--- src/rtl/b64_pkg.sv ---
`default_nettype none

package b64_pkg;

  // Pad character and the special character values of the alphabet
  localparam logic [7:0] PAD_CHAR    = 8'h3d;
  localparam logic [7:0] PLUS_CHAR   = 8'h2b;
  localparam logic [7:0] SLASH_CHAR  = 8'h2f;
  localparam logic [7:0] LOWER_SHIFT = 8'd71;
  localparam logic [7:0] DIGIT_SHIFT = 8'd4;
  localparam logic [7:0] PLUS_VALUE  = 8'd62;
  localparam logic [7:0] SLASH_VALUE = 8'd63;
  localparam logic [7:0] BAD_VALUE   = 8'd255;

  // Direction register codes
  typedef enum logic {
    DIR_ENCODE = 1'b0,
    DIR_DECODE = 1'b1
  } dir_t;

  // Results of one transaction, oldest in slot 0
  typedef struct packed {
    logic [3:0][7:0] bytes;
    logic [1:0]      last_idx;
    logic            has_data;
  } bundle_t;

  // 6-bit value to alphabet character
  function automatic logic [7:0] enc_char(input logic [5:0] v);
    logic [7:0] w;
    w = {2'b00, v};
    if (v < 6'd26) begin
      enc_char = w + 8'h41;
    end else if (v < 6'd52) begin
      enc_char = w + 8'h47;
    end else if (v < 6'd62) begin
      enc_char = w - 8'd4;
    end else if (v == 6'd62) begin
      enc_char = PLUS_CHAR;
    end else begin
      enc_char = SLASH_CHAR;
    end
  endfunction

  // Character to value; anything outside the alphabet gives 255
  function automatic logic [7:0] dec_value(input logic [7:0] c);
    if (c >= 8'h41 && c <= 8'h5a) begin
      dec_value = c - 8'h41;
    end else if (c >= 8'h61 && c <= 8'h7a) begin
      dec_value = c - LOWER_SHIFT;
    end else if (c >= 8'h30 && c <= 8'h39) begin
      dec_value = c + DIGIT_SHIFT;
    end else if (c == PLUS_CHAR) begin
      dec_value = PLUS_VALUE;
    end else if (c == SLASH_CHAR) begin
      dec_value = SLASH_VALUE;
    end else begin
      dec_value = BAD_VALUE;
    end
  endfunction

endpackage

`default_nettype wire

--- src/rtl/b64_group.sv ---
`default_nettype none

module b64_group (
  input  wire logic           clk,
  input  wire logic           rst,
  input  wire logic           cfg_write,
  input  wire logic           cfg_data,
  input  wire logic           accept,
  input  wire logic [7:0]     in_symbol,
  input  wire logic           end_of_message,
  output b64_pkg::bundle_t    bundle
);
  import b64_pkg::*;

  dir_t            direction;
  logic [3:0][7:0] group_store;
  logic [1:0]      group_count;
  logic            pad_seen;

  logic [2:0][7:0] enc_src;
  logic [3:0][5:0] sextet;
  logic            enc_full;
  logic [2:0]      count_plus;

  logic [3:0][7:0] dec_src;
  logic [3:0][7:0] dec_val;
  logic            dec_write;
  logic            dec_full;
  logic [1:0]      dec_count_after;

  // Encode: group bytes with the new byte merged in, later slots zero filled
  always_comb begin
    for (int j = 0; j < 3; j++) begin
      if (2'(j) == group_count) begin
        enc_src[j] = in_symbol;
      end else if (2'(j) > group_count) begin
        enc_src[j] = 8'h00;
      end else begin
        enc_src[j] = group_store[j];
      end
    end
    sextet[0]  = enc_src[0][7:2];
    sextet[1]  = {enc_src[0][1:0], enc_src[1][7:4]};
    sextet[2]  = {enc_src[1][3:0], enc_src[2][7:6]};
    sextet[3]  = enc_src[2][5:0];
    enc_full   = group_count >= 2'd2;
    count_plus = {1'b0, group_count} + 3'd1;
  end

  // Decode: characters with the new one merged in, then three bytes
  always_comb begin
    dec_write = !pad_seen && (in_symbol != PAD_CHAR);
    for (int j = 0; j < 4; j++) begin
      dec_src[j] = (dec_write && 2'(j) == group_count) ? in_symbol : group_store[j];
      dec_val[j] = dec_value(dec_src[j]);
    end
    dec_full        = dec_write && (group_count == 2'd3);
    dec_count_after = dec_write ? group_count + 2'd1 : group_count;
  end

  // Result bundle for the transaction being accepted
  always_comb begin
    bundle = '0;
    if (direction == DIR_ENCODE) begin
      for (int j = 0; j < 4; j++) begin
        if (!enc_full && count_plus < 3'(j)) begin
          bundle.bytes[j] = PAD_CHAR;
        end else begin
          bundle.bytes[j] = enc_char(sextet[j]);
        end
      end
      bundle.last_idx = 2'd3;
      bundle.has_data = enc_full || end_of_message;
    end else begin
      bundle.bytes[0] = (dec_val[0] << 2) + {6'h00, dec_val[1][5:4]};
      bundle.bytes[1] = {dec_val[1][3:0], 4'h0} + {4'h0, dec_val[2][5:2]};
      bundle.bytes[2] = {dec_val[2][1:0], 6'h00} + dec_val[3];
      if (dec_full) begin
        bundle.last_idx = 2'd2;
        bundle.has_data = 1'b1;
      end else if (end_of_message && dec_count_after >= 2'd2) begin
        bundle.last_idx = dec_count_after - 2'd2;
        bundle.has_data = 1'b1;
      end
    end
  end

  // Direction register
  always_ff @(posedge clk) begin
    if (rst) begin
      direction <= DIR_ENCODE;
    end else if (cfg_write) begin
      direction <= dir_t'(cfg_data);
    end
  end

  // Group state
  always_ff @(posedge clk) begin
    if (rst) begin
      group_count <= 2'd0;
      pad_seen    <= 1'b0;
    end else if (accept) begin
      if (direction == DIR_ENCODE) begin
        group_count <= (enc_full || end_of_message) ? 2'd0 : group_count + 2'd1;
        pad_seen    <= end_of_message ? 1'b0 : pad_seen;
      end else begin
        group_count <= end_of_message ? 2'd0 : dec_count_after;
        pad_seen    <= end_of_message ? 1'b0 : (pad_seen || (in_symbol == PAD_CHAR));
      end
    end
  end

  // Symbol store: payload only
  always_ff @(posedge clk) begin
    if (accept && (direction == DIR_ENCODE || dec_write)) begin
      group_store[group_count] <= in_symbol;
    end
  end

endmodule

`default_nettype wire

--- src/rtl/b64_serialiser.sv ---
`default_nettype none

module b64_serialiser (
  input  wire logic           clk,
  input  wire logic           rst,
  input  wire logic           load,
  input  b64_pkg::bundle_t    bundle,
  output logic                free,
  output logic                out_valid,
  input  wire logic           out_stall,
  output logic [7:0]          out_symbol,
  output logic                last_of_run
);
  import b64_pkg::*;

  logic            busy;
  logic [3:0][7:0] bytes;
  logic [1:0]      left;
  logic            take;

  // Output taken this cycle; free when empty or the last result leaves now
  assign take        = busy && !out_stall;
  assign free        = !busy || (take && left == 2'd0);
  assign out_valid   = busy;
  assign out_symbol  = bytes[0];
  assign last_of_run = (left == 2'd0);

  // Occupancy
  always_ff @(posedge clk) begin
    if (rst) begin
      busy <= 1'b0;
    end else if (load) begin
      busy <= bundle.has_data;
    end else if (take && left == 2'd0) begin
      busy <= 1'b0;
    end
  end

  // Result shift register
  always_ff @(posedge clk) begin
    if (load) begin
      bytes <= bundle.bytes;
      left  <= bundle.last_idx;
    end else if (take) begin
      bytes <= {8'h00, bytes[3:1]};
      left  <= left - 2'd1;
    end
  end

endmodule

`default_nettype wire

--- src/rtl/base64_codec_stream.sv ---
// Streaming Base64 codec, standard alphabet with '=' padding.
// Input channel: in_symbol and end_of_message, with in_valid / in_stall.
// Output channel: out_symbol and last_of_run, with out_valid / out_stall.
// A transaction moves when valid is high and stall is low.
// cfg_write / cfg_data set the direction: 0 encodes bytes, 1 decodes characters.
// Write it only while the block is idle.
// Each input transaction yields 0 to 4 results; the last carries last_of_run.
// Results appear from the cycle after acceptance and leave an output shift register
// one per cycle while the receiver does not stall.
// Every item waits while results are being shifted out; the next one is taken in
// the cycle the final result leaves.
// Items that yield no results are taken whenever the output register is free.
// When the receiver stalls, the current result holds and in_stall stays high
// while the output register holds results.
// Reset (rst, synchronous) empties the output and clears group state and the
// direction register (encode).
`default_nettype none

module base64_codec_stream (
  input  wire logic       clk,
  input  wire logic       rst,
  input  wire logic       cfg_write,
  input  wire logic       cfg_data,
  input  wire logic       in_valid,
  output logic            in_stall,
  input  wire logic [7:0] in_symbol,
  input  wire logic       end_of_message,
  output logic            out_valid,
  input  wire logic       out_stall,
  output logic [7:0]      out_symbol,
  output logic            last_of_run
);
  import b64_pkg::*;

  bundle_t bundle;
  logic    free;
  logic    accept;

  assign in_stall = !free;
  assign accept   = in_valid && free;

  // Group assembly and result computation
  b64_group u_group (
    .clk            (clk),
    .rst            (rst),
    .cfg_write      (cfg_write),
    .cfg_data       (cfg_data),
    .accept         (accept),
    .in_symbol      (in_symbol),
    .end_of_message (end_of_message),
    .bundle         (bundle)
  );

  // Result register and serialiser
  b64_serialiser u_serialiser (
    .clk         (clk),
    .rst         (rst),
    .load        (accept),
    .bundle      (bundle),
    .free        (free),
    .out_valid   (out_valid),
    .out_stall   (out_stall),
    .out_symbol  (out_symbol),
    .last_of_run (last_of_run)
  );

endmodule

`default_nettype wire
--- config.mk ---
export PLATFORM = sky130hd
export DESIGN_NAME = base64_codec_stream
export DESIGN_NICKNAME = d
export VERILOG_FILES = /design/src/rtl/b64_pkg.sv /design/src/rtl/b64_group.sv /design/src/rtl/b64_serialiser.sv /design/src/rtl/base64_codec_stream.sv
export SDC_FILE = /design/constraint.sdc
export NUM_CORES = 1
export LEC_CHECK = 0
export ABC_AREA = 0
export BUFFER_PORTS_ARGS = -buffer_cell sky130_fd_sc_hd__buf_2
export CORE_ASPECT_RATIO = 1.2
export CORE_UTILIZATION = 45
export DETAILED_ROUTE_END_ITERATION = 8
export PLACE_DENSITY = 0.58
export SLEW_MARGIN = 20
export SYNTH_ARGS = -nofsm -noshare
export SYNTH_HDL_FRONTEND = slang
export SYNTH_SLANG_ARGS = --single-unit
--- constraint.sdc ---
create_clock -name clk -period 11.4 [get_ports clk]
set_clock_uncertainty 0.1 [all_clocks]
set_input_delay 0.57 -clock clk [delete_from_list [all_inputs] [get_ports clk]]
set_output_delay 0.57 -clock clk [all_outputs]
set_load 0.01 [all_outputs]
# ---- Yosys cells after proc, flatten, opt, wreduce, memory -nomap -nowiden
# Cells that the tools add are included.
dict set report classes {
  n_eq_ne 15
  n_bitwise 1
  n_addsub 31
  order_cmp 47
  reduce_logical 43
  n_mux 67
}
# operator count
set ops {}
lappend ops {{8-bit two-way mux} 33}
lappend ops {{6-bit two-way mux} 12}
lappend ops {{6-bit by 7-bit adder with 8-bit output (second input constant)} 8}
lappend ops {{8-bit by 7-bit >= comparator with 1-bit output (second input constant)} 8}
lappend ops {{8-bit by 7-bit less-or-equal comparator with 1-bit output (second input constant)} 8}
lappend ops {{32-bit two-way mux} 2}
lappend ops {{8-bit by 6-bit == test with 1-bit output (second input constant)} 6}
lappend ops {{6-bit < comparator (second input constant)} 8}
lappend ops {{32-bit bitwise mux} 1}
lappend ops {{8-bit by 6-bit >= comparator with 1-bit output (second input constant)} 4}
lappend ops {{8-bit by 6-bit less-or-equal comparator with 1-bit output (second input constant)} 4}
lappend ops {{1-bit logical AND} 28}
lappend ops {{6-bit by 3-bit subtractor with 7-bit output (second input constant)} 4}
lappend ops {{27-bit two-way mux} 1}
lappend ops {{6-bit == test (second input constant)} 4}
lappend ops {{6-bit by 5-bit < comparator with 1-bit output (second input constant)} 4}
lappend ops {{6-bit by 3-bit adder with 6-bit output (second input constant)} 3}
lappend ops {{3-bit two-way mux} 6}
lappend ops {{6-bit by 1-bit subtractor with 6-bit output (second input constant)} 3}
lappend ops {{6-bit by 3-bit subtractor with 6-bit output (second input constant)} 3}
lappend ops {{8-bit demux with 2-bit select} 1}
lappend ops {{8-bit by 7-bit subtractor with 8-bit output (second input constant)} 2}
lappend ops {{2-bit two-way mux} 6}
lappend ops {{8-bit by 2-bit adder with 8-bit output} 1}
lappend ops {{25 further kinds} 44}
dict set report word_totals {
  in_bits 15
  elab_cells 217
  ff_bits 71
  out_inout_bits 11
}

# ---- Logic depth before layout (Yosys ltp)
# Gate-level depths: netlist of run 1.
dict set report depth {
  word_depth 13
  depth_mapped 17
  depth_no_buf 16
}

# ---- Modules after synthesis
# From an unflattened synthesis of run 1, not the netlist that was laid out.
dict set report hier_totals {
  cells_unflattened 845
  area_unflattened_um2 7315.8
}
# mod cells_each seq_area_each_um2 instances area_each_um2
set modules_own_cells {}
lappend modules_own_cells {b64_group 752 1041.0 1 5765.5}
lappend modules_own_cells {b64_serialiser 91 1041.0 1 1540.2}
lappend modules_own_cells {base64_codec_stream 2 0.0 1 10.0}

# ---- Worst setup path before layout of run 1
# OpenSTA, ideal clock, no wires.
dict set report synth_path {
  path_type {input -> register}
  startpoint {in in_symbol[6]}
  endpoint {reg u_serialiser.bytes[22] in the netlist's numbering, data pin}
  stages 17
  arrival_time_ns 4.353
  setup_slack_ns 6.687
  n_path_buf 3
  path_cell_list {buf_2 > or3b_1 > buf_6 > o31ai_4 > buf_2 > mux2i_1 > inv_1 > ha_1 > or4b_2 > nor2_1 > nor2_1 > a32oi_1 > nand3b_1 > a21oi_1 > ha_1 > a221oi_1 > nor2_1}
}
dict set report synth_between {
  elab_chain_cells 13
  elab_cells_between_ends 56
  cone_classes {add/sub: 10; order compare: 15; eq/ne: 4; mux: 18; reduce/logical: 9}
}
# item line_no
set synth_rtl {}
lappend synth_rtl {{start: declaration} base64_codec_stream.sv:26} ;# input wire logic [7:0] in_symbol,
lappend synth_rtl {{parallel branches: the longest is 11 deep, another holds 8-bit by 6-bit >= comparator with 1-bit output} -}
lappend synth_rtl {{27-bit two-way mux *} b64_group.sv:64} ;# if (direction == DIR_ENCODE) begin
lappend synth_rtl {{32-bit two-way mux *} b64_serialiser.sv:41} ;# if (load) begin
lappend synth_rtl {{end signal: assignment} b64_serialiser.sv:42} ;# bytes <= bundle.bytes;
lappend synth_rtl {{end signal: assignment} b64_serialiser.sv:45} ;# bytes <= {8'h00, bytes[3:1]};
lappend synth_rtl {{end: declaration} b64_serialiser.sv:17} ;# logic [3:0][7:0] bytes;
# Every way passes the cells marked *.
# A chain may end at the register's enable or synchronous reset.

# ---- Worst setup path in the final report of run 1
dict set report layout_path {
  startpoint {in in_symbol[5]}
  endpoint {reg u_serialiser.bytes[22] in the netlist's numbering, data pin}
}
dict set report layout_between {
  elab_chain_cells 13
  elab_cells_between_ends 45
  cone_classes {add/sub: 7; order compare: 12; eq/ne: 4; mux: 13; reduce/logical: 9}
}
# item line_no
set layout_rtl {}
lappend layout_rtl {{parallel branches: the longest is 10 deep, another holds 8-bit by 6-bit >= comparator with 1-bit output} -}
lappend layout_rtl {{8-bit adder *} b64_group.sv:77} ;# bundle.bytes[2] = {dec_val[2][1:0], 6'h00} + dec_val[3];
lappend layout_rtl {{27-bit two-way mux *} b64_group.sv:64}
lappend layout_rtl {{32-bit two-way mux *} b64_serialiser.sv:41}
# Marks and branches as above.

==> results.ini, run 1 <==
[clocking]
clock_path_buffers = 2
root_buffer = clkbuf_16
clk_pin_slew_ps = 60
post_cts_buffers = 0
cts_buffers = 9
clkSinkCount = 71
cts_tree = yes
htreeDepth = 3
worstSkewPairLatency_ps = 340
cts_resized = 0
hold_buffers = 0

[yosys]
synth_edf_count = 66
ys_types = 72
synth_top_area_share_pct = 28.4
ys_seq_area_share_pct = 29.8
synth_most_common_cell = nor2_1
ys.flop_type = edfxtp_1
synth_area_leaders = edfxtp_1 (28%), ha_1 (9.5%), mux2i_1 (5.0%), a21oi_1 (4.4%), o21ai_0 (4.4%)
syn-cell-area_sq_um = 6980
syn_area_per_cell_sq_um = 8.47
ys_warn_count = 0
synthCells = 824
syn-num-nets = 892
ys_ff_latch = 71
yosys.area.top_type = edfxtp_1
postSynth.asyncResetShare_pct = 0
synth_common_cells = nor2_1 (80), edfxtp_1 (66), nand2_1 (63)

[die]
die_w_um = 116
rows = 49
die_height_um = 138
initial_core_util_pct = 46.3
die-area_sq_um = 16000
io_pins = 26
core_sq_um = 15100

[detailed_routing]
drt_wl_total_um = 22200
drcViolationCount = 0
viasPerCell = 6.26
drt_first_pass_iters = 7
vias = 6451
drt_iter0_drc = 614
post_drt_wl_per_cell_um = 21.5
ant_nets = 0

[global_routing]
grt_max_degree = 35
antenna_found_initial = 1
grt_pass1_wl_um = 35100
grt_usage_pct = 28.8
gr-total-overflow = 0
grt_pass1_vias = 6348

[power]
p_leak_nw = 2.98
vdd_drop_max_mv = 0.0600
powerDensity_nw_per_um2 = 111

[finish]
drive_gt1_share_pct = 10.0
syn2layout_area_growth_pct = 7.53
num-fill-cells = 1465
multi_input_area_sq_um = 4500
diodes = 0
ff_latch_area_sq_um = 2080
nets = 890

[run_status]
outcome = finished, final reports clean

[sta]
worst_slack_ps = 6040
rsz0062_at_grt = no
drv_slew = 0
holdWs_ps = 358
period_minus_slack_ps = 5360
timing.setup.tns_ps = 0
fmax_mhz = 187
relSlewSlack_pct = 37.3
worst_pin_slew_ps = 914
setup_viol = 0
period_share_pct = 47.0
final-hold-violation-count = 0

[placement]
dp_hpwl_um = 16600
port_buffers = 25
gp_congestion = 0.933
pre_cts_slack_ps = 5790

[min_path]
min_delay_path_depth = 2
whs_endpoint = u_group.direction$_SDFFE_PP0P_
hold_start = rst
hp-class = input pin to flip-flop

[worst_setup_path]
start_kind = input pin
cp_max_fo = 21
end_kind = flip-flop
required_ps = 11390
r2r-start = u_group.group_count[0]$_SDFFE_PP0P_
path_class = input pin to flip-flop
reg2reg_slack_ps = 6520
r2r_cells = 17
regToRegEndpoint = u_serialiser.bytes[22]$_DFFE_PP_
worst_ep_arrival_time_ps = 5350

[flow_run]
drv_cap = 0

[worst max-delay path: stages]
cell and delay [ps]:
buf_2 330, or3b_1 640, o31ai_4 750, mux2_2 440
inv_1 100, ha_1 240, or4b_2 620, nor2_1 110
nor2_1 50, a32oi_1 530, nand3b_1 160, a21oi_1 180
ha_1 240, a221oi_1 320, nor2_1 60
[metrics by stage]
stage / instance area [sq um] / util (%) / cells / power, W
after floorplan: 6980 / - / 824 / 0.000481
after global placement: 7200 / 47.7 / 1015 / 0.000538
after detailed placement: 7200 / 47.7 / 1015 / 0.000541
after CTS: 7510 / 49.8 / 1031 / 0.000830
after global routing: 7510 / 49.8 / 1031 / 0.000868
final: 7510 / 49.8 / 1031 / 0.000832
[worst max-delay path by stage]
stage            startpoint  cells past startpoint  slack [ps]                               end
2_1_floorplan  in_symbol[6]                     17        6690  u_serialiser.bytes[22]$_DFFE_PP_
3_3_place_gp   in_symbol[5]                     15        5890  u_serialiser.bytes[22]$_DFFE_PP_
3_5_place_dp   in_symbol[5]                     15        5790  u_serialiser.bytes[22]$_DFFE_PP_
4_1_cts        in_symbol[5]                     15        6120  u_serialiser.bytes[22]$_DFFE_PP_
5_1_grt        in_symbol[5]                     15        5690  u_serialiser.bytes[22]$_DFFE_PP_
6_report       in_symbol[5]                     15        6040  u_serialiser.bytes[22]$_DFFE_PP_
[registers in the layout, indices dropped and copies added, names as in the netlist]
signal                   cells
u_serialiser.bytes          24
u_serialiser.out_symbol      8
u_serialiser.left            2
u_group.direction            1
u_group.group_count          2
u_serialiser.out_valid       1
u_group.pad_seen             1
u_group.group_store         32
[power by group]
group | switching [W] | total (W) | internal [W]
registers | 0.00000974 | 0.000321 | 0.000312
clock network | 0.000112 | 0.000293 | 0.000181
logic | 0.000143 | 0.000217 | 0.0000745
[cells by family (layout without fill, tap and decap cells)]
kind of cell,after synthesis,after routing,share of synthesized area [%]
adders and majority gates,53,53,9.50
AOI/OAI and AO/OA,252,252,24.2
xor gates and xnor gates,26,26,3.46
and+or+nand+nor,276,276,19.3
buffers and inverters,94,97,5.95
DFF,71,71,29.8
muxes,52,52,7.81
[cells in the final DEF, fill, tap and decap left out, drive strengths merged, types with 9 or more instances in the layout]
cell    count
nor2       80
and2       11
o31ai       9
a31oi      15
o21ai      67
edfxtp     66
nand3      23
a22oi      20
clkbuf     11
ha         53
mux2i      35
a21oi      62
nor3       28
inv        48
a211oi     10
mux2       17
nand2      64
buf        33
nor2b      21
xnor2      20
[final cells by class]
cell class,count,share of cell area [%]
inverters,48,2.40
multi-input cells,659,59.9
well taps,204,3.40
clock buffers,11,3.37
flip-flops and latches,71,27.7
clock inverters,5,0.733
repair buffers,33,2.47
[metal layers]
layer / vias up / wire length (um) / GRT usage, %
met5: - / 15 / 0
met4: 2 / 1300 / 16.7
met3: 73 / 862 / 3.42
met2: 211 / 11200 / 49.6
met1: 3104 / 8830 / 34.1
li1: 3061 / - / -
(Power assumes the default switching activity.)
==> inputs of run 2 (changes only) <==
ABC_AREA = 1   (was 0)
clock period = 5.5 ns   (was 11.4 ns; I/O delays follow)
==> results.ini, run 2 <==
[yosys]
syn_area_per_cell_sq_um = 6.96
synth_area_leaders = edfxtp_1 (28%), nand2_1 (15%), ha_1 (9.3%), inv_1 (6.2%), xor2_1 (5.3%)
syn-num-nets = 1087
ys_seq_area_share_pct = 29.4
ys_warn_count = 0
synth_top_area_share_pct = 27.9
synth_common_cells = nand2_1 (275), inv_1 (118), nor2_1 (95)
yosys.area.top_type = edfxtp_1
syn-cell-area_sq_um = 7090
ys.flop_type = edfxtp_1
synthCells = 1019
ys_types = 53
postSynth.asyncResetShare_pct = 0
ys_ff_latch = 71
synth_edf_count = 66
synth_most_common_cell = nand2_1

[worst_setup_path]
required_ps = 5490
end_kind = flip-flop
start_kind = flip-flop
cp_max_fo = 19
r2r-start = u_group.group_count[0]$_SDFFE_PP0P_
path_class = flip-flop to flip-flop
setup.worst_path.start = u_group.group_count[0]$_SDFFE_PP0P_
worst_ep_arrival_time_ps = 4170

[sta]
fmax_mhz = 240
period_minus_slack_ps = 4170
period_share_pct = 75.9
worst_slack_ps = 1330
worst_pin_slew_ps = 1040
timing.setup.tns_ps = 0
setup_viol = 0
rsz0062_at_grt = no
final-hold-violation-count = 0
drv_slew = 0
relSlewSlack_pct = 30.3

[die]
die-area_sq_um = 16300
initial_core_util_pct = 46.7
io_pins = 26
core_sq_um = 15200
die_w_um = 117
rows = 49
die_height_um = 140

[power]
p_leak_nw = 3.45
total_power_w = 0.00201
powerDensity_nw_per_um2 = 262
vdd_drop_max_mv = 0.146

[global_routing]
antenna_found_initial = 0
grt_max_degree = 41
gr-total-overflow = 0
grt_pass1_wl_um = 34900
grt_usage_pct = 28.4
grt_pass1_vias = 6604

[detailed_routing]
drcViolationCount = 0
vias = 6802
drt_iter0_drc = 589
viasPerCell = 5.48
drt_wl_total_um = 21700
drt_first_pass_iters = 5
ant_nets = 0
post_drt_wl_per_cell_um = 17.5

[clocking]
clk_pin_slew_ps = 60
htreeDepth = 3
post_cts_buffers = 0
hold_buffers = 0
root_buffer = clkbuf_16
clkSinkCount = 71
worstSkewPairLatency_ps = 350
clock_path_buffers = 2
cts_buffers = 9
cts_tree = yes
cts_resized = 0

[finish]
fin_area_sq_um = 7660
ff_latch_area_sq_um = 2080
multi_input_area_sq_um = 4400
regMostFlops = u_group.group_store
drive_gt1_share_pct = 7.62
syn2layout_area_growth_pct = 8.06
mostFrequentLayoutCells = nand2_1 (275), inv_1 (118), nor2_1 (95)
final_common_cell = nand2_1
diodes = 0
utilization_pct = 50.4
num-fill-cells = 1594
largest_register_ffs = 32
nets = 1100

[min_path]
hold_start = cfg_data
hp-class = input pin to flip-flop

[run_status]
outcome = finished, final reports clean

[placement]
placed_area_sq_um = 7360
pre_cts_slack_ps = 1350
gp_congestion = 0.935
dp_hpwl_um = 16700
port_buffers = 25

[flow_run]
drv_cap = 0

## run 2: changes by cell type after synthesis, moves of 21 or more
| cell | change |
|---|---|
| inv_1 | +71 |
| mux2i_1 | -35 |
| nand2_1 | +212 |
| nor2b_1 | -21 |
| nand4_1 | +24 |
| xor2_1 | +38 |
| nand3_1 | +42 |
## run 2: worst max-delay path: stages, from the launching register on
cell and delay [ps]:
dfxtp_1 350, inv_1 180, ha_1 630, nand3_2 300, nand2_1 120, nand2_1 130, inv_1 170, ha_1 210
nand3_1 110, nor2_1 250, nand3_1 110, nand2_1 80, nand2_1 70, nand2_1 180, a21oi_1 90, a31o_2 220
ha_1 200, inv_1 50, nand3_1 90, nand2_1 80, nand2_1 40, nand3_1 80, a21oi_1 60
## run 2: per-layer routing
metal | part of all wire [%] | wire length, um | track usage (%) | vias up
li1 | - | - | - | 3448
met1 | 41 | 8870 | 32.7 | 3113
met2 | 50 | 10800 | 49.0 | 180
met3 | 4.3 | 937 | 4.88 | 61
met4 | 5.3 | 1140 | 16.0 | 0
met5 | 0 | 0 | 0 | -
## run 2: per-stage QoR
step                hold slack (ps)  instances
CTS                            50.1       1240
floorplan                       244       1019
finish                         52.7       1241
detailed placement              410       1224
global route                   90.4       1241
global placement                405       1224
## run 2: cell families (layout without fill, tap and decap cells)
logic type / after synthesis / after routing / share of synthesized area [%]
AOI/OAI and AO/OA: 191 / 191 / 16.4
xor gates and xnor gates: 47 / 47 / 5.80
adders and majority gates: 53 / 53 / 9.35
buffers and inverters: 155 / 173 / 8.82
DFF: 71 / 71 / 29.4
and+or+nand+nor: 502 / 502 / 30.3
## run 2: final cells by class
class	instances	area share [%]
sequential	71	27.2
inverter	128	6.27
clock inverter	6	0.473
multi-input combinational	793	57.4
clock buffer	10	3.12
timing repair buffer	29	2.29
tap	204	3.33
## run 2: path summary, 6_finish.rpt
path                                                    endpoint  slack (ps)  depth (start not counted)
worst max-delay path            u_serialiser.bytes[23]$_DFFE_PP_        1330                         22
worst min-delay path              u_group.direction$_SDFFE_PP0P_          50                          3
worst max register to register  u_serialiser.bytes[23]$_DFFE_PP_        1330                         22
worst min register to register  u_serialiser.bytes[19]$_DFFE_PP_         420                          2
## run 2: report_power, final
part           internal (W)  leakage, nW  switching [W]  total [W]
clock network      0.000315        0.138       0.000234   0.000548
logic              0.000243         2.64       0.000533   0.000776
registers          0.000663        0.669      0.0000189   0.000681
==> inputs of run 3 (changes only) <==
ABC_AREA = 0   (was 1)
PLACE_DENSITY = 0.6   (was 0.58)
clock period = 3.8 ns   (was 5.5 ns; I/O delays follow)
==> results.ini, run 3 (same netlist as run 1, synthesis figures left out) <==
[power]
p_clk_share_pct = 33.2
powerDensity_nw_per_um2 = 313
seq_power_share_pct = 38.3
total_power_w = 0.00252
vdd_drop_max_mv = 0.222
p_switching_w = 0.000804
p_sw_share_pct = 31.8
p_int_w = 0.00172
power_frac_comb_pct = 28.5
p_leak_nw = 3.31

[worst_setup_path]
crit_chain = inv_1, ha_1, nor2b_4, o31ai_4, mux2_2, inv_1, buf_4, ha_2, or4b_4, nand4_1, a21oi_1, a41o_1, nand3b_1, a21oi_1, ha_1, a221oi_2, nor2_1
slowest_delay_ps = 480
worst_ep_arrival_time_ps = 3620
required_ps = 3800
start_kind = flip-flop
end_kind = flip-flop
cp_max_fo = 4
critPathSlowestCell = or4b_4
reg2reg_slack_ps = 180
path_class = flip-flop to flip-flop

[finish]
nets = 962
drive_gt1_share_pct = 17.8
largest_register_ffs = 32
mostFrequentLayoutCells = nor2_1 (79), buf_4 (79), edfxtp_1 (66)
syn2layout_area_growth_pct = 15.6
diodes = 0
regMostFlops = u_group.group_store

[sta]
worst_pin_slew_ps = 767
drv_slew = 0
setup_viol = 0
rsz0062_at_grt = no
relSlewSlack_pct = 47.4
period_share_pct = 95.3
period_minus_slack_ps = 3620
fmax_mhz = 276
timing.setup.tns_ps = 0
final-hold-violation-count = 0

[clocking]
root_buffer = clkbuf_16
cts_tree = yes
htreeDepth = 3
clkSinkCount = 71
clk_pin_slew_ps = 60
worstSkewPairLatency_ps = 350
cts_buffers = 9
clock_path_buffers = 2

[placement]
gp_congestion = 1.00
port_buffers = 25
dp_hpwl_um = 17200

[global_routing]
grt_usage_pct = 29.6
grt_pass1_wl_um = 35800
gr-total-overflow = 0
grt_pass1_vias = 6597
antenna_found_initial = 0
grt_max_degree = 35

[die]
die_w_um = 116
core_sq_um = 15100
io_pins = 26
rows = 49
die-area_sq_um = 16000
initial_core_util_pct = 46.3
die_height_um = 138

[detailed_routing]
post_drt_wl_per_cell_um = 20.8
viasPerCell = 6.11
drcViolationCount = 0
vias = 6739
drt_first_pass_iters = 5
drt_wl_total_um = 22900
ant_nets = 0
drt_iter0_drc = 628

[flow_run]
drv_cap = 0

[min_path]
hp-class = input pin to flip-flop

[run_status]
outcome = finished, final reports clean

-- run 3: cell types whose count changed in the layout (fill, tap and decap cells not counted), moves of 18 or more --
cell,before,now
nand2_1,275,63
mux2i_1,0,32
xor2_1,43,5
nand3_1,65,23
buf_4,3,79
nand4_1,28,4
nor2b_1,0,18
inv_1,118,47
-- run 3: final timing paths --
check                                           start                                  end  depth (start not counted)
hold reg to reg      u_serialiser.bytes[19]$_DFFE_PP_     u_serialiser.bytes[11]$_DFFE_PP_                          2
setup / recovery  u_group.group_count[0]$_SDFFE_PP0P_     u_serialiser.bytes[22]$_DFFE_PP_                         17
setup reg to reg  u_group.group_count[0]$_SDFFE_PP0P_     u_serialiser.bytes[22]$_DFFE_PP_                         17
hold / removal                                    rst  u_serialiser.out_valid$_SDFFE_PP0P_                          2
-- run 3: timing repair --
action,4_1_cts,5_1_grt
buffers inserted,0,0
endpoints found under the hold margin,1,0
hold buffers,1,0
setup endpoints to repair,0,12
resized for setup,0,6
-- run 3: power groups by stage --
stage	logic (W)	clock network, W	registers (W)
after global placement	0.000694	0	0.000982
final	0.000718	0.000838	0.000968
after CTS	0.000708	0.000849	0.000967
after floorplan	0.000475	0	0.000969
after detailed placement	0.000703	0	0.000983
after global routing	0.000784	0.000881	0.000973
-- run 3: cell type report --
| class | instances | area (sq um) |
|---|---|---|
| well taps | 204 | 255 |
| multi-input cells | 659 | 4540 |
| flip-flops and latches | 71 | 2080 |
| inverters | 48 | 180 |
| clock inverters | 3 | 43.8 |
| repair buffers | 105 | 728 |
| fillers | 1444 | 7010 |
| clock buffers | 13 | 240 |
-- run 3: through the flow --
step / hold slack (ps) / std cells / utilization, % / setup WS [ps] / cell area [sq um]
after CTS: 1.65 / 1103 / 53.4 / 40.2 / 8050
after detailed placement: 341 / 1086 / 51.4 / -66.2 / 7760
after global placement: 330 / 1086 / 51.4 / 24.0 / 7760
final: 4.40 / 1103 / 53.5 / 179 / 8070
after global routing: 0.198 / 1103 / 53.5 / 20.6 / 8070
after floorplan: 159 / 824 / - / -192 / 7020
-- run 3: routing by layer --
metal	vias to the layer above	part of all wire (%)	track usage, %
met2	248	50	51.5
met5	-	0	0
li1	3202	-	-
met3	74	4.9	4.03
met4	0	5.9	18.1
met1	3215	39	33.9
-- run 3: critical path, delay by kind of cell, from the launching register on --
kind | cells | cell delay, ps
AO/OA/AOI/OAI | 5 | 820
buffers and inverters | 3 | 260
flip-flops | 1 | 310
AND/OR/NAND/NOR | 5 | 1010
adder cells (fa/ha/maj) | 3 | 620
multiplexers | 1 | 240
